`src/rtl/jse_pkg.sv`:
```
`timescale 1ns / 1ps

package jse_pkg;

  localparam int BYTE_W = 8;
  localparam int IDX_W  = 3;

  localparam logic [1:0] KIND_LIT  = 2'd0;
  localparam logic [1:0] KIND_PAIR = 2'd1;
  localparam logic [1:0] KIND_UESC = 2'd2;

  localparam logic [7:0] CH_BSLASH = 8'h5C;
  localparam logic [7:0] CH_U      = 8'h75;
  localparam logic [7:0] CH_QUOTE  = 8'h22;
  localparam logic [7:0] CH_SLASH  = 8'h2F;
  localparam logic [7:0] CH_SPACE  = 8'h20;
  localparam logic [7:0] CTL_BS    = 8'h08;
  localparam logic [7:0] CTL_TAB   = 8'h09;
  localparam logic [7:0] CTL_LF    = 8'h0A;
  localparam logic [7:0] CTL_FF    = 8'h0C;
  localparam logic [7:0] CTL_CR    = 8'h0D;
  localparam logic [7:0] CH_B      = 8'h62;
  localparam logic [7:0] CH_F      = 8'h66;
  localparam logic [7:0] CH_N      = 8'h6E;
  localparam logic [7:0] CH_R      = 8'h72;
  localparam logic [7:0] CH_T      = 8'h74;

  localparam logic [15:0] BAD_SEQ_VAL = 16'h001A;

  localparam logic [15:0][7:0] HEX_DIGITS = {
    8'h46, 8'h45, 8'h44, 8'h43, 8'h42, 8'h41, 8'h39, 8'h38,
    8'h37, 8'h36, 8'h35, 8'h34, 8'h33, 8'h32, 8'h31, 8'h30
  };

  typedef struct packed {
    logic             valid;
    logic             last;
    logic             rest_idle;
    logic [1:0]       consume;
    logic [BYTE_W-1:0] data;
  } tok_t;

  function automatic logic is_cont(input logic [7:0] b);
    return b[7:6] == 2'b10;
  endfunction

endpackage

```
`src/rtl/jse_tok_dec.sv`:
```
`timescale 1ns / 1ps

module jse_tok_dec (
  input  logic [jse_pkg::BYTE_W-1:0] q0,
  input  logic [jse_pkg::BYTE_W-1:0] q1,
  input  logic [jse_pkg::BYTE_W-1:0] q2,
  input  logic [1:0]                 qlen,
  input  logic                       str_end,
  input  logic [jse_pkg::IDX_W-1:0]  idx,
  output jse_pkg::tok_t              tok
);
  import jse_pkg::*;

  logic [1:0]        kind;
  logic [7:0]        ch;
  logic [15:0]       val;
  logic [2:0]        nbytes;
  logic [1:0]        rem;
  logic [7:0]        r0;
  logic              emits;
  logic [1:0]        consume;
  logic [BYTE_W-1:0] data;
  logic              rest_idle;

  always_comb begin
    kind = KIND_LIT;
    ch = q0;
    val = BAD_SEQ_VAL;
    emits = 1'b1;
    consume = 2'd1;
    if (qlen == 2'd0) begin
      emits = 1'b0;
    end else if (!q0[7]) begin
      if (q0 == CH_QUOTE || q0 == CH_BSLASH || q0 == CH_SLASH) begin
        kind = KIND_PAIR;
      end else if (q0 >= CH_SPACE) begin
        kind = KIND_LIT;
      end else begin
        kind = KIND_PAIR;
        case (q0)
          CTL_BS:  ch = CH_B;
          CTL_FF:  ch = CH_F;
          CTL_LF:  ch = CH_N;
          CTL_CR:  ch = CH_R;
          CTL_TAB: ch = CH_T;
          default: begin
            kind = KIND_UESC;
            val = {8'h00, q0};
          end
        endcase
      end
    end else if (qlen < 2'd2) begin
      kind = KIND_UESC;
      emits = str_end;
    end else if (!is_cont(q1)) begin
      kind = KIND_UESC;
    end else if (q0[7:5] != 3'b111) begin
      kind = KIND_UESC;
      val = {5'b00000, q0[4:0], q1[5:0]};
      consume = 2'd2;
    end else if (qlen < 2'd3) begin
      kind = KIND_UESC;
      emits = str_end;
    end else if (!is_cont(q2) || q0[7:4] == 4'hF) begin
      kind = KIND_UESC;
    end else begin
      kind = KIND_UESC;
      val = {q0[3:0], q1[5:0], q2[5:0]};
      consume = 2'd3;
    end
  end

  always_comb begin
    case (kind)
      KIND_LIT:  nbytes = 3'd1;
      KIND_PAIR: nbytes = 3'd2;
      default:   nbytes = 3'd6;
    endcase
  end

  always_comb begin
    data = CH_BSLASH;
    case (kind)
      KIND_LIT: data = ch;
      KIND_PAIR: data = (idx == 3'd0) ? CH_BSLASH : ch;
      default: begin
        case (idx)
          3'd0:    data = CH_BSLASH;
          3'd1:    data = CH_U;
          3'd2:    data = HEX_DIGITS[val[15:12]];
          3'd3:    data = HEX_DIGITS[val[11:8]];
          3'd4:    data = HEX_DIGITS[val[7:4]];
          default: data = HEX_DIGITS[val[3:0]];
        endcase
      end
    endcase
  end

  // Whether the bytes left after this token produce nothing until more input arrives.
  always_comb begin
    rem = qlen - consume;
    r0 = (consume == 2'd1) ? q1 : q2;
    if (rem == 2'd0) begin
      rest_idle = 1'b1;
    end else begin
      rest_idle = !str_end && r0[7] &&
                  (rem == 2'd1 || (is_cont(q2) && r0[7:5] == 3'b111));
    end
  end

  assign tok = '{valid:     emits,
                 last:      (idx == nbytes - 3'd1),
                 rest_idle: rest_idle,
                 consume:   consume,
                 data:      data};

endmodule

```
`src/rtl/jse_out_reg.sv`:
```
`timescale 1ns / 1ps

module jse_out_reg (
  input  logic                       clk,
  input  logic                       rst_n,
  input  logic                       load,
  input  logic [jse_pkg::BYTE_W-1:0] load_data,
  input  logic                       load_last,
  output logic                       space,
  output logic                       out_tvalid,
  input  logic                       out_tready,
  output logic [jse_pkg::BYTE_W-1:0] out_tdata,
  output logic                       out_tlast
);
  import jse_pkg::*;

  logic              valid_r, valid_nxt;
  logic [BYTE_W-1:0] data_r;
  logic              last_r;

  assign space = !valid_r || out_tready;

  always_comb begin
    valid_nxt = valid_r;
    if (load) begin
      valid_nxt = 1'b1;
    end else if (out_tready) begin
      valid_nxt = 1'b0;
    end
  end

  always_ff @(posedge clk) begin
    if (!rst_n) begin
      valid_r <= 1'b0;
    end else begin
      valid_r <= valid_nxt;
    end
  end

  always_ff @(posedge clk) begin
    if (load) begin
      data_r <= load_data;
      last_r <= load_last;
    end
  end

  assign out_tvalid = valid_r;
  assign out_tdata  = data_r;
  assign out_tlast  = last_r;

endmodule

```
`src/rtl/json_string_escaper_top.sv`:
```
`timescale 1ns / 1ps
// Channel | Direction | tdata         | tlast
// in_     | slave     | [7:0] in_byte | string_end
// out_    | master    | [7:0] out_byte| run_end
//
// A queue of up to three source bytes feeds a token decoder that emits one output byte per cycle
// when the output register has space; plain characters give one byte, short escapes two, \uXXXX six.
// Input is taken while the queue is empty or waiting for UTF-8 lookahead, or as the last byte
// of the final pending token is emitted; the output register takes a beat when empty or being read.
// Reset is synchronous, active low, and empties the queue and the output register.

module json_string_escaper_top (
  input  logic       clk,
  input  logic       rst_n,
  input  logic       in_tvalid,
  output logic       in_tready,
  input  logic [7:0] in_tdata,   // [7:0] in_byte
  input  logic       in_tlast,
  output logic       out_tvalid,
  input  logic       out_tready,
  output logic [7:0] out_tdata,  // [7:0] out_byte
  output logic       out_tlast
);
  import jse_pkg::*;

  logic [BYTE_W-1:0] q_r [3];
  logic [BYTE_W-1:0] q_nxt [3];
  logic [1:0]        len_r, len_nxt;
  logic              end_r, end_nxt;
  logic [IDX_W-1:0]  idx_r, idx_nxt;
  tok_t              tok;
  logic              space;
  logic              emit;
  logic              pop;
  logic              in_fire;

  jse_tok_dec u_dec (
    .q0      (q_r[0]),
    .q1      (q_r[1]),
    .q2      (q_r[2]),
    .qlen    (len_r),
    .str_end (end_r),
    .idx     (idx_r),
    .tok     (tok)
  );

  assign emit      = tok.valid && space;
  assign pop       = emit && tok.last;
  assign in_tready = !tok.valid || (pop && tok.rest_idle);
  assign in_fire   = in_tvalid && in_tready;

  always_comb begin
    q_nxt = q_r;
    len_nxt = len_r;
    end_nxt = end_r;
    idx_nxt = idx_r;
    if (pop) begin
      idx_nxt = '0;
      len_nxt = len_r - tok.consume;
      if (tok.consume == 2'd1) begin
        q_nxt[0] = q_r[1];
        q_nxt[1] = q_r[2];
      end else begin
        q_nxt[0] = q_r[2];
      end
    end else if (emit) begin
      idx_nxt = idx_r + 3'd1;
    end
    if (in_fire) begin
      case (len_nxt)
        2'd0:    q_nxt[0] = in_tdata;
        2'd1:    q_nxt[1] = in_tdata;
        default: q_nxt[2] = in_tdata;
      endcase
      len_nxt = len_nxt + 2'd1;
      end_nxt = in_tlast;
    end
  end

  always_ff @(posedge clk) begin
    if (!rst_n) begin
      len_r <= '0;
      end_r <= 1'b0;
      idx_r <= '0;
    end else begin
      len_r <= len_nxt;
      end_r <= end_nxt;
      idx_r <= idx_nxt;
    end
  end

  always_ff @(posedge clk) begin
    q_r <= q_nxt;
  end

  jse_out_reg u_out (
    .clk        (clk),
    .rst_n      (rst_n),
    .load       (emit),
    .load_data  (tok.data),
    .load_last  (tok.last && tok.rest_idle),
    .space      (space),
    .out_tvalid (out_tvalid),
    .out_tready (out_tready),
    .out_tdata  (out_tdata),
    .out_tlast  (out_tlast)
  );

endmodule
```
`config.mk`:
```
export PLATFORM = sky130hd
export DESIGN_NAME = json_string_escaper_top
export DESIGN_NICKNAME = d
export VERILOG_FILES = /design/src/rtl/jse_pkg.sv /design/src/rtl/jse_tok_dec.sv /design/src/rtl/jse_out_reg.sv /design/src/rtl/json_string_escaper_top.sv
export SDC_FILE = /design/constraint.sdc
export NUM_CORES = 1
export LEC_CHECK = 0
export BUFFER_PORTS_ARGS = -buffer_cell sky130_fd_sc_hd__buf_4
export CELL_PAD_IN_SITES_DETAIL_PLACEMENT = 0
export CELL_PAD_IN_SITES_GLOBAL_PLACEMENT = 1
export CORE_UTILIZATION = 52
export CTS_BUF_LIST = sky130_fd_sc_hd__clkbuf_4
export CTS_CLUSTER_DIAMETER = 40
export DETAILED_ROUTE_END_ITERATION = 16
export PLACE_DENSITY = 0.88
export SLEW_MARGIN = 0
export SYNTH_ARGS = -nofsm -noshare
export SYNTH_HDL_FRONTEND = slang
export SYNTH_SLANG_ARGS = --single-unit
export TNS_END_PERCENT = 20
```
`constraint.sdc`:
```
create_clock -name clk -period 8.85 [get_ports clk]
set_input_delay 1.77 -clock clk [delete_from_list [all_inputs] [get_ports clk]]
set_output_delay 1.77 -clock clk [all_outputs]
set_load 0.05 [all_outputs]
```
Word level (Yosys, flattened, before mapping)
Memory sizes are Yosys's and may differ from the RTL's.
Cells that the tools add are included.
{"block": "totals", "word_cells": 129, "out_inout_bits": 11, "mem_bits_ro": 512, "inputBits": 13, "mem_count": 4, "reg_bits": 40}
{"memory": "(no name shown)", "depth": 16, "word_bits": 8, "read_ports": 1, "rd_clocked_by_memory_dff": 0, "wr": 0, "line_no": "jse_tok_dec.sv:90", "text": "3'd2: data = HEX_DIGITS[val[15:12]];"}
{"memory": "(no name shown)", "depth": 16, "word_bits": 8, "read_ports": 1, "rd_clocked_by_memory_dff": 0, "wr": 0, "line_no": "jse_tok_dec.sv:91", "text": "3'd3: data = HEX_DIGITS[val[11:8]];"}
{"memory": "(no name shown)", "depth": 16, "word_bits": 8, "read_ports": 1, "rd_clocked_by_memory_dff": 0, "wr": 0, "line_no": "jse_tok_dec.sv:92", "text": "3'd4: data = HEX_DIGITS[val[7:4]];"}
{"memory": "(no name shown)", "depth": 16, "word_bits": 8, "read_ports": 1, "rd_clocked_by_memory_dff": 0, "wr": 0, "line_no": "jse_tok_dec.sv:93", "text": "default: data = HEX_DIGITS[val[3:0]];"}
{"block": "classes", "mux": 53, "magnitude_cmp": 7, "n_eq_ne": 22, "n_reduce_logical": 28, "addsub": 4, "bitwise": 2}
{"operator": "$mux 16", "count": 10}
{"operator": "$mux 8", "count": 14}
{"operator": "$eq 8x4->1 const B", "count": 5}
{"operator": "$pmux 8 s5", "count": 1}
{"operator": "$pmux 7 s5", "count": 1}
{"operator": "$mux 2", "count": 14}
{"operator": "$mux 24", "count": 1}
{"operator": "$lt 4x5->1 const B", "count": 4}
{"operator": "$eq 8x6->1 const B", "count": 2}
{"operator": "$pmux 8 s2", "count": 1}
{"operator": "$mux 1", "count": 9}
{"operator": "$eq 2x1->1 const B", "count": 4}
{"operator": "$eq 8x7->1 const B", "count": 1}
{"operator": "$ge 8x6->1 const B", "count": 1}
{"operator": "$logic_and 1x1->1", "count": 8}
{"operator": "$logic_not 2->1", "count": 4}
{"operator": "$mux 7", "count": 1}
{"operator": "$eq 3x2->1 const B", "count": 2}
{"operator": "$eq 3x3->1 const B", "count": 2}
{"operator": "$logic_or 1x1->1", "count": 6}
{"operator": "$pmux 3 s2", "count": 1}
{"operator": "$reduce_or 5->1", "count": 1}
{"operator": "$eq 2x2->1 const B", "count": 2}
{"operator": "$eq 4x4->1 const B", "count": 1}
{"operator": "other kinds (14)", "count": 20}

Longest topological paths before layout
Gate-level depths: netlist (run 1).
{"block": "logic_depth", "ltp_word": 21, "mapped_depth": 14, "ltp_nobuf": 12}

By module
Synthesis (run 1) repeated with hierarchy kept, for this count alone.
{"block": "unflattened", "hier_cells": 383, "area_unflattened_um2": 3502.1}
{"module": "jse_tok_dec", "cells_per_inst": 248, "area_per_inst_um2": 1747.9, "instances": 1, "seq_area_each_um2": 0.0}
{"module": "json_string_escaper_top", "cells_per_inst": 122, "area_per_inst_um2": 1435.1, "instances": 1, "seq_area_each_um2": 680.7}
{"module": "jse_out_reg", "cells_per_inst": 13, "area_per_inst_um2": 319.1, "instances": 1, "seq_area_each_um2": 290.3}

Worst setup path before layout (run 1)
No wires, ideal clock.
{"block": "synth_timing", "path_type": "input to output", "from": "input port out_tready", "to": "output port in_tready", "path_stages": 6, "arrival_time_ns": 2.910, "slack_ns": 4.170, "path_buffers": 1, "required_ns": 7.080, "path_cell_list": "nor2b_1 nand2b_1 clkbuf_1 nor2_1 nand3_1 nand2_1"}
{"block": "synth_via", "elab_chain_len": 5}
{"element": "start: declaration", "line_no": "json_string_escaper_top.sv:20", "text": "input logic out_tready,"}
{"element": "$logic_or 1x1->1", "line_no": "jse_out_reg.sv:21", "text": "assign space = !valid_r || out_tready;"}
{"element": "$logic_and 1x1->1", "line_no": "json_string_escaper_top.sv:47", "text": "assign emit = tok.valid && space;"}
{"element": "$logic_and 1x1->1", "line_no": "json_string_escaper_top.sv:48", "text": "assign pop = emit && tok.last;"}
{"element": "$logic_and 1x1->1", "line_no": "json_string_escaper_top.sv:49", "text": "assign in_tready = !tok.valid || (pop && tok.rest_idle);"}
{"element": "$logic_or 1x1->1", "line_no": "json_string_escaper_top.sv:49"}
{"element": "end: declaration", "line_no": "json_string_escaper_top.sv:16", "text": "output logic in_tready,"}
No other way between the ends.

Final worst setup path (run 1)
{"block": "layout_timing", "from": "register len_r[1]", "to": "output port in_tready"}
{"block": "layout_via", "elab_chain_len": 16, "elab_cells_between_ends": 37, "cone_classes": "2 x add/sub; 2 x order compare; 5 x eq/ne; 16 x mux; 12 x reduce/logical"}
{"element": "start: declaration", "line_no": "json_string_escaper_top.sv:28", "text": "logic [1:0] len_r, len_nxt;"}
{"element": "start signal: assignment", "line_no": "json_string_escaper_top.sv:86", "text": "len_r <= len_nxt;"}
{"element": "$lt 2x2->1", "line_no": "jse_tok_dec.sv:61", "text": "end else if (qlen < 2'd3) begin"}
{"element": "$mux 2", "line_no": "jse_tok_dec.sv:61"}
{"element": "$mux 2", "line_no": "jse_tok_dec.sv:57", "text": "end else if (q0[7:5] != 3'b111) begin"}
{"element": "$mux 2", "line_no": "jse_tok_dec.sv:55", "text": "end else if (!is_cont(q1)) begin"}
{"element": "$mux 2", "line_no": "jse_tok_dec.sv:52", "text": "end else if (qlen < 2'd2) begin"}
{"element": "$mux 2", "line_no": "jse_tok_dec.sv:33", "text": "end else if (!q0[7]) begin"}
{"element": "$mux 2", "line_no": "jse_tok_dec.sv:31", "text": "if (qlen == 2'd0) begin"}
{"element": "$eq 2x1->1", "line_no": "jse_tok_dec.sv:102", "text": "r0 = (consume == 2'd1) ? q1 : q2;"}
{"element": "$mux 8", "line_no": "jse_tok_dec.sv:102"}
{"element": "$eq 3x3->1", "line_no": "jse_tok_dec.sv:107", "text": "(rem == 2'd1 || (is_cont(q2) && r0[7:5] == 3'b111));"}
{"element": "$logic_and 1x1->1", "line_no": "jse_tok_dec.sv:107"}
{"element": "$logic_or 1x1->1", "line_no": "jse_tok_dec.sv:107"}
{"element": "$logic_and 1x1->1", "line_no": "jse_tok_dec.sv:106", "text": "rest_idle = !str_end && r0[7] &&"}
{"element": "$mux 1", "line_no": "jse_tok_dec.sv:103", "text": "if (rem == 2'd0) begin"}
{"element": "$logic_and 1x1->1", "line_no": "json_string_escaper_top.sv:49"}
{"element": "$logic_or 1x1->1 (*)", "line_no": "json_string_escaper_top.sv:49"}
Mark *: on every way between the ends. The rest lies on a longest branch, timed or not.

==> results.yml, run 1 <==
cts:
  clk_path_buf_depth: 2
  cts_setup_buffers: 0
  cts_buffers: 5
  ctsResizeCount: 0
  htreeDepth: 2
  cts_tree: "built"
  path_clk_slew_ns: 0.13
  cts.sinks: 40
  root_buffer: "clkbuf_4"
  cts_hold_buf: 0
  clock_latency_ns: 0.38
timing:
  tightest_slew_ns: 0.929
  fin_crit_sh_pct: 59.3
  slew-limit-headroom_pct: 36.5
  fmax_ghz: 0.190
  fin_worst_skew_ns: 0.0353
  fin_setup_tns_ns: 0
  fin_crit_ns: 5.25
  hold_viol: 0
  rsz0062_at_grt: "false"
  finalSetupViolCount: 0
  report.final.slew_viol_count: 0
logic_synthesis:
  synthDistinctLibCells: 69
  synthFlopType: "dfxtp_1"
  syn-cell-area_um2: 3380
  syn_nets: 420
  avgSynthCellArea_um2: 8.62
  synth_edf_count: 17
  yosys_warnings: 0
  ys_ff_latch: 40
  synthCells: 392
  synth-async-reset-ratio_pct: 0
  synth-seq-area-share_pct: 28.7
worst_setup_path:
  start_kind: "register"
  critPathCaptureType: "output pin"
  cp.arrival_ns: 3.48
  cp_max_fo: 20
  r2r_end: "q_r[0]"
  required_ns: 7.08
  critPathCapture: "in_tready"
  r2r_start: "q_r[23]"
  rrSetupSlack_ns: 4.96
  path_class: "register to output pin"
  r2r_cells: 10
  startpoint: "len_r[1]"
place:
  port_buffers: 23
  dp_hpwl_mm: 6.79
  place_congestion: 0.968
global_routing:
  grt_pass1_vias: 2866
  grt_max_degree: 25
  grt-ovfl-total: 0
  grt_usage_pct: 28.8
  grt_pass1_wl_mm: 14.6
  antenna_found_initial: 0
floorplan:
  die_w_um: 82.6
  start_util_pct: 53.5
  die_area_um2: 6830
  die_h_um: 82.6
  coreArea_um2: 6310
  ios: 24
  num_rows: 29
route:
  maxUsedRoutingLayer: "met4"
  first_iter_violations: 396
  drc: 0
  wl_met2_mm: 4.26
  ant_nets: 0
  first_pass_iters: 7
  drt-total-wl_mm: 9.08
  viasPerCell: 6.52
  met1_length_mm: 3.98
  dr_wl_met3_um: 613
  wl_per_cell_um: 19.0
  vias: 3117
power:
  internal_power_uw: 736
  p_leak_uw: 0.00137
  p_sw_share_pct: 50.1
  comb_power_share_pct: 60.7
  pwr-share-clk_pct: 8.6
  irDropWorstVdd_mv: 0.241
  powerDensity_nw_per_um2: 406
  p_seq_share_pct: 30.7
  p_switching_uw: 740
finish:
  drive_gt1_share_pct: 17.5
  final_util_pct: 57.6
  final_nets: 428
  area_growth_pct: 7.55
  final_cell_mix: "a21oi_1, nand2_1, nor2_1"
  antennaDiodeCount: 0
min_path:
  hold_path_class: "register to register"
status:
  outcome: "finished, final reports clean"
job:
  maxCapViolations: 0
logic make-up (layout without fill, tap and decap cells):
logic type	Yosys count	after routing	synth area share, %
muxes	29	29	10.4
and+or+nand+nor	142	142	23.4
adders and majority gates	15	15	5.55
AOI/OAI and AO/OA	116	116	25.4
buffers and inverters	46	55	5.55
DFF	40	40	28.7
xor gates and xnor gates	4	4	1.04
how the worst min path moves through the flow:
stage                to  cells after the start  startpoint
6_report       idx_r[1]                      2    idx_r[1]
2_1_floorplan  idx_r[1]                      2    idx_r[1]
3_3_place_gp      end_r                      2       end_r
4_1_cts        idx_r[1]                      2    idx_r[1]
5_1_grt        idx_r[1]                      2    idx_r[1]
3_5_place_dp   idx_r[1]                      2    idx_r[1]
layer usage:
layer | vias to the layer above | track usage, %
met5 | - | 0
met4 | 0 | 12.2
met3 | 18 | 4.84
met2 | 141 | 46.3
met1 | 1465 | 38.1
li1 | 1493 | -
stage by stage:
step | total power, uW | setup WS [ns] | cell area [um2] | instances | hold WS (ns)
finish | 1480 | 3.60 | 3640 | 478 | 0.570
global route | 1580 | 3.37 | 3640 | 478 | 0.607
CTS | 1470 | 3.63 | 3640 | 478 | 0.571
detailed placement | 1340 | 3.95 | 3560 | 470 | 0.552
global placement | 1320 | 3.98 | 3560 | 470 | 0.566
floorplan | 1130 | 4.17 | 3380 | 392 | 0.511
worst max-delay path, cell delays in order (launching register included):
cell and delay, ns:
dfxtp_1 0.55, or2_1 0.64, o211ai_1 0.34, a2111oi_4 0.47
o31ai_4 0.18, nor2_1 0.51, nand3_1 0.14, nand2_1 0.10
buf_4 0.19
registers in the layout (all words and copies together) (netlist names):
register,flops
u_out.out_tlast,1
u_out.out_tvalid,1
q_r,24
idx_r,3
u_out.out_tdata,8
len_r,2
end_r,1
final cells by class:
| type | instances | area [um2] |
|---|---|---|
| repair buffers | 24 | 180 |
| fillers | 597 | 2680 |
| clock inverters | 2 | 35.0 |
| flip-flops and latches | 40 | 971 |
| inverters | 23 | 86.3 |
| multi-input cells | 306 | 2220 |
| well taps | 77 | 96.3 |
| clock buffers | 6 | 45.0 |
synthesized netlist by cell type, types with 4 or more instances:
cell / n / area [um2]
and3_1: 8 / 50.1
a32oi_1: 4 / 35.0
nor4_1: 4 / 25.0
nand4b_1: 6 / 52.6
xnor2_1: 4 / 35.0
a21oi_1: 32 / 160
buf_2: 12 / 60.1
o31ai_1: 5 / 37.5
nand3_1: 11 / 55.1
and2_1: 6 / 37.5
o21ai_0: 17 / 85.1
nor2_1: 27 / 101
o21a_1: 4 / 30.0
edfxtp_1: 17 / 510
dfxtp_1: 23 / 460
nor3_1: 11 / 55.1
mux2_4: 8 / 120
nand2_1: 32 / 120
mux2_2: 18 / 203
nor2b_1: 6 / 37.5
clkbuf_1: 10 / 37.5
a31oi_1: 11 / 68.8
ha_1: 15 / 188
inv_1: 23 / 86.3
power by group through the flow:
stage,logic (uW),clock network (uW),registers [uW]
6_report,896,127,453
4_1_cts,890,131,447
5_1_grt,975,137,472
3_3_place_gp,876,0,449
3_5_place_dp,886,0,452
2_1_floorplan,702,0,432
No activity file was read; power rests on OpenSTA's default activity.
==> inputs of run 2 (changes only) <==
--- a/config.mk
+++ b/config.mk
@@ -8,11 +8,11 @@
 export BUFFER_PORTS_ARGS = -buffer_cell sky130_fd_sc_hd__buf_4
 export CELL_PAD_IN_SITES_DETAIL_PLACEMENT = 0
 export CELL_PAD_IN_SITES_GLOBAL_PLACEMENT = 1
-export CORE_UTILIZATION = 52
+export CORE_UTILIZATION = 44
 export CTS_BUF_LIST = sky130_fd_sc_hd__clkbuf_4
 export CTS_CLUSTER_DIAMETER = 40
 export DETAILED_ROUTE_END_ITERATION = 16
-export PLACE_DENSITY = 0.88
+export PLACE_DENSITY = 0.8
 export SLEW_MARGIN = 0
 export SYNTH_ARGS = -nofsm -noshare
 export SYNTH_HDL_FRONTEND = slang
==> constraint.sdc (replaced) <==
create_clock -name clk -period 4.38 [get_ports clk]
set_input_delay 0.876 -clock clk [delete_from_list [all_inputs] [get_ports clk]]
set_output_delay 0.876 -clock clk [all_outputs]
set_load 0.05 [all_outputs]
==> run 2 against run 1 <==
Net effect:
- worst setup slack got worse by 3.1 ns
- die area rose by 18%
- sequential share of layout area fell by 0.52 points
- core utilization fell by 7.0 points
- global-route usage fell by 3.9 points
- final cell count rose by 5.9%
- largest power group unchanged
==> results.yml, run 2 (synthesized netlist as in run 1, its figures left out) <==
worst_setup_path:
  cp_cell_sequence: "nand4bb_1 > nor3_1 > mux2_2 > o31ai_4 > nor2_1 > buf_4 > nand3_1 > nand2_1 > buf_4"
  path_class: "register to output pin"
  cp.arrival_ns: 3.03
  required_ns: 3.50
  cp_top_family: "simple AND/OR/NAND/NOR gates"
  start_kind: "register"
  cp_max_fo: 18
  critPathSlowestCell: "dfxtp_1"
  cpPeakStageDelay_ns: 0.74
  critPathCaptureType: "output pin"
  crit_top_cell: "buf_4"
  crit_buf_inv: 2
timing:
  tightest_slew_ns: 0.854
  finalSetupViolCount: 0
  fin_crit_sh_pct: 89.1
  rsz0062_at_grt: "false"
  fin_setup_tns_ns: 0
  fin_crit_ns: 3.90
  slew-limit-headroom_pct: 43.0
  fin_ws_ns: 0.476
  fin_worst_skew_ns: 0.00459
  fmax_ghz: 0.256
  report.final.slew_viol_count: 0
  hold_viol: 0
finish:
  antennaDiodeCount: 0
  final_nets: 434
  drive_gt1_share_pct: 18.7
  nFillCells: 712
  final_util_pct: 50.6
  top_register: "q_r"
  largest_reg_flops: 24
  regArea_um2: 971
  area_growth_pct: 9.70
  final_cell_mix: "a21oi_1, nand2_1, buf_4"
  multi_input_area_um2: 2220
cts:
  clock_latency_ns: 0.35
  ctsResizeCount: 0
  cts_tree: "built"
  htreeDepth: 2
  cts.sinks: 40
  root_buffer: "clkbuf_4"
  clk_path_buf_depth: 2
  cts_setup_buffers: 0
  path_clk_slew_ns: 0.13
  cts_buffers: 5
  cts_hold_buf: 0
route:
  ant_nets: 0
  drt-total-wl_mm: 9.37
  first_iter_violations: 184
  wl_per_cell_um: 18.5
  first_pass_iters: 5
  drc: 0
  vias: 3121
  viasPerCell: 6.17
min_path:
  hold_path_class: "register to register"
global_routing:
  grt_pass1_wl_mm: 15.0
  antenna_found_initial: 0
  grt_max_degree: 25
  grt_pass1_vias: 2862
  grt-ovfl-total: 0
  grt_usage_pct: 25.0
place:
  place_congestion: 0.918
  port_buffers: 23
  pre_cts_ws_ns: 0.930
  dp_hpwl_mm: 7.08
floorplan:
  ios: 24
  coreArea_um2: 7330
  die_w_um: 89.7
  start_util_pct: 46.1
  num_rows: 31
  die_area_um2: 8040
  die_h_um: 89.7
power:
  powerDensity_nw_per_um2: 811
  p_leak_uw: 0.00140
  p_total_uw: 3010
  irDropWorstVdd_mv: 0.311
job:
  maxCapViolations: 0
status:
  outcome: "finished, final reports clean"
[run 2: cell type report]
cell class	count	share of cell area [%]
inverter	23	2.33
multi-input combinational	306	59.9
tap	99	3.34
clock buffer	5	1.01
timing repair buffer	30	6.07
clock inverter	3	1.15
sequential	40	26.2
[run 2: stage by stage]
| step | cells | hold WS, ns | area, um2 |
|---|---|---|---|
| after floorplan | 392 | 0.511 | 3380 |
| after global placement | 498 | 0.564 | 3630 |
| after detailed placement | 498 | 0.551 | 3630 |
| after CTS | 506 | 0.572 | 3710 |
| after global routing | 506 | 0.617 | 3710 |
| final | 506 | 0.573 | 3710 |
[run 2: worst min-delay path, delay by kind of cell (launching register included)]
| family | cells | cell delay (ns) |
|---|---|---|
| flops | 1 | 0.40 |
| simple gates | 1 | 0.08 |
| compound gates | 1 | 0.06 |
[run 2: metal layers]
| layer | global-route usage [%] | share of wire (%) | up-vias |
|---|---|---|---|
| met5 | 0 | 0 | - |
| met4 | 10.4 | 3.0 | 0 |
| met3 | 4.57 | 6.2 | 24 |
| met2 | 39.9 | 47 | 130 |
| met1 | 33.1 | 44 | 1463 |
| li1 | - | - | 1504 |
[run 2: where the power goes]
group          total (uW)  leakage (uW)  internal, uW  switching [uW]
logic                1850       0.00101           793            1060
registers             899      0.000351           601             298
clock network         255     0.0000412           119             136
total                3010       0.00140          1510            1500
[run 2: path summary, 6_finish.rpt]
| kind | slack (ns) | cells past startpoint | start | endpoint |
|---|---|---|---|---|
| setup / recovery | 0.48 | 9 | q_r[17] | in_tready |
| hold / removal | 0.57 | 2 | idx_r[1] | idx_r[1] |
| hold reg to reg | 0.57 | 2 | idx_r[1] | idx_r[1] |
| setup reg to reg | 0.94 | 10 | len_r[1] | q_r[17] |
==> inputs of run 3 (changes only) <==
--- a/config.mk
+++ b/config.mk
@@ -12,9 +12,11 @@
 export CTS_BUF_LIST = sky130_fd_sc_hd__clkbuf_4
 export CTS_CLUSTER_DIAMETER = 40
 export DETAILED_ROUTE_END_ITERATION = 16
-export PLACE_DENSITY = 0.8
+export PLACE_DENSITY = 0.79
+export RECOVER_POWER = 25
 export SLEW_MARGIN = 0
 export SYNTH_ARGS = -nofsm -noshare
 export SYNTH_HDL_FRONTEND = slang
+export SYNTH_HIERARCHICAL = 1
 export SYNTH_SLANG_ARGS = --single-unit
 export TNS_END_PERCENT = 20
==> run 3 against run 2 <==
Net effect:
- non-clock buffer count up 2
- flip-flop and latch count unchanged
- final cell count down 0.59%
- sequential power down 4.8%
- first-iteration DRC count up 50%
- synthesized area up 3.6%
- clock power down 20%
- core utilization down 2.6 points
- maximum frequency down 4.0%
- register-to-register slack worse by 0.37 ns
- global-route usage down 3.2 points
- synthesized cell count down 2.3%
- critical endpoint unchanged
- largest power group unchanged
- highest routed layer unchanged
==> results.yml, run 3 <==
floorplan:
  ios: 24
  coreArea_um2: 7730
  num_rows: 32
  start_util_pct: 45.3
  die_w_um: 91.2
  die_h_um: 91.2
  die_area_um2: 8320
logic_synthesis:
  yosys.area.top_type_share_pct: 14.6
  syn_nets: 408
  synthDistinctLibCells: 85
  synth_commonest_cells: "nand2_1, inv_1, mux2_2, dfxtp_1, o21ai_0"
  avgSynthCellArea_um2: 9.14
  yosys.area.top_type: "edfxtp_1"
  synth_edf_count: 17
  yosys_warnings: 6
  synth-async-reset-ratio_pct: 0
  syn-cell-area_um2: 3500
  synthCells: 383
  synthTopCellsByArea: "edfxtp_1, dfxtp_1, mux2_2"
  synth-seq-area-share_pct: 27.7
  synthFlopType: "dfxtp_1"
  yosysMostFrequentCell: "nand2_1"
  ys_ff_latch: 40
power:
  pwr-share-clk_pct: 7.4
  internal_power_uw: 1360
  powerDensity_nw_per_um2: 747
  p_leak_uw: 0.00151
  comb_power_share_pct: 61.7
  irDropWorstVdd_mv: 0.405
  p_sw_share_pct: 51.0
  p_seq_share_pct: 30.9
  p_switching_uw: 1410
worst_setup_path:
  start_kind: "register"
  critPathCaptureType: "output pin"
  cp.arrival_ns: 3.19
  cp_max_fo: 14
  required_ns: 3.50
  path_class: "register to output pin"
global_routing:
  antenna_found_initial: 0
  grt_pass1_vias: 2784
  grt_max_degree: 20
  grt-ovfl-total: 0
  grt_usage_pct: 21.7
  grt_pass1_wl_mm: 14.4
timing:
  tightest_slew_ns: 0.600
  fin_crit_sh_pct: 92.8
  fin_ws_ns: 0.316
  finalSetupViolCount: 0
  fin_crit_ns: 4.06
  fin_worst_skew_ns: 0.00961
  whs_ns: 0.529
  slew-limit-headroom_pct: 60.2
  fin_setup_tns_ns: 0
  report.final.slew_viol_count: 0
  fmax_ghz: 0.246
  rsz0062_at_grt: "false"
  hold_viol: 0
cts:
  ctsResizeCount: 0
  clock_latency_ns: 0.36
  path_clk_slew_ns: 0.13
  htreeDepth: 2
  cts_tree: "built"
  clk_path_buf_depth: 2
  cts_setup_buffers: 0
  cts_hold_buf: 0
  cts_buffers: 5
  root_buffer: "clkbuf_4"
  cts.sinks: 40
place:
  dpl_cell_area_um2: 3710
  port_buffers: 23
  place_congestion: 0.947
  pre_cts_ws_ns: 0.546
  dp_hpwl_mm: 6.67
finish:
  nFillCells: 786
  final_nets: 425
  drive_gt1_share_pct: 22.9
  regArea_um2: 972
  postLayoutCellArea_um2: 3710
  final_cell_mix: "nand2_1, inv_1, mux2_2"
  multi_input_area_um2: 2260
  layout_commonest_cell: "nand2_1"
  largest_reg_flops: 24
  top_register: "q_r"
  antennaDiodeCount: 0
  area_growth_pct: 5.97
status:
  outcome: "finished, final reports clean"
min_path:
  hold_path_class: "register to register"
job:
  maxCapViolations: 0
route:
  vias: 2949
  first_iter_violations: 276
  viasPerCell: 5.86
  drt-total-wl_mm: 8.65
  ant_nets: 0
  drc: 0
  wl_per_cell_um: 17.2
  first_pass_iters: 4
-- run 3: kinds of logic (layout without fill, tap and decap cells) --
| group | after synthesis | in the layout | share of synthesized area (%) |
|---|---|---|---|
| AOI/OAI and AO/OA | 103 | 103 | 22.3 |
| xor gates and xnor gates | 4 | 4 | 1.00 |
| adders and majority gates | 12 | 12 | 4.29 |
| buffers and inverters | 51 | 69 | 7.68 |
| DFF | 40 | 40 | 27.7 |
| muxes | 42 | 42 | 12.9 |
| and+or+nand+nor | 131 | 131 | 24.0 |
-- run 3: layout make-up --
class / instances / share of cell area (%)
clock buffers: 6 / 1.21
clock inverters: 2 / 0.405
inverters: 29 / 2.93
multi-input cells: 292 / 61.0
flip-flops and latches: 40 / 26.2
well taps: 102 / 3.44
repair buffers: 32 / 4.86
-- run 3: final timing paths --
path                     from                to  slack [ns]  cells past startpoint
max                   q_r[18]         in_tready        0.32                     11
min          u_out/out_tvalid  u_out/out_tvalid        0.53                      2
max reg2reg           q_r[18]            q_r[3]        0.57                     14
min reg2reg  u_out/out_tvalid  u_out/out_tvalid        0.53                      2
-- run 3: metal layers --
layer | share of wire (%) | vias up | global-route usage [%]
met5 | 0 | - | 0
met4 | 3.8 | 0 | 8.07
met3 | 5.0 | 25 | 3.02
met1 | 46 | 1369 | 29.4
met2 | 45 | 97 | 35.2
li1 | - | 1458 | -
-- run 3: critical path: stages (launching register included) --
cell and delay [ns]:
dfxtp_1 0.49, or3_1 0.43, a2111oi_2 0.40, o21ai_1 0.17
nand2_1 0.12, xor2_1 0.06, or3_1 0.32, a21oi_1 0.23
buf_4 0.18, nand3_1 0.14, nand2_1 0.10, buf_4 0.20
-- run 3: metrics by stage --
| stage | cells | total power [uW] | util (%) |
|---|---|---|---|
| floorplan | 383 | 2240 | - |
| finish | 503 | 2770 | 48.0 |
| global placement | 495 | 2580 | 48.0 |
| CTS | 503 | 2820 | 48.8 |
| global route | 503 | 2990 | 48.0 |
| detailed placement | 495 | 2610 | 48.0 |
-- run 3: power groups by stage --
stage | combinational (uW) | sequential (uW) | clock, uW
detailed placement | 1740 | 865 | 0
global route | 1880 | 888 | 229
finish | 1710 | 856 | 205
global placement | 1730 | 856 | 0
CTS | 1750 | 853 | 213
floorplan | 1340 | 899 | 0
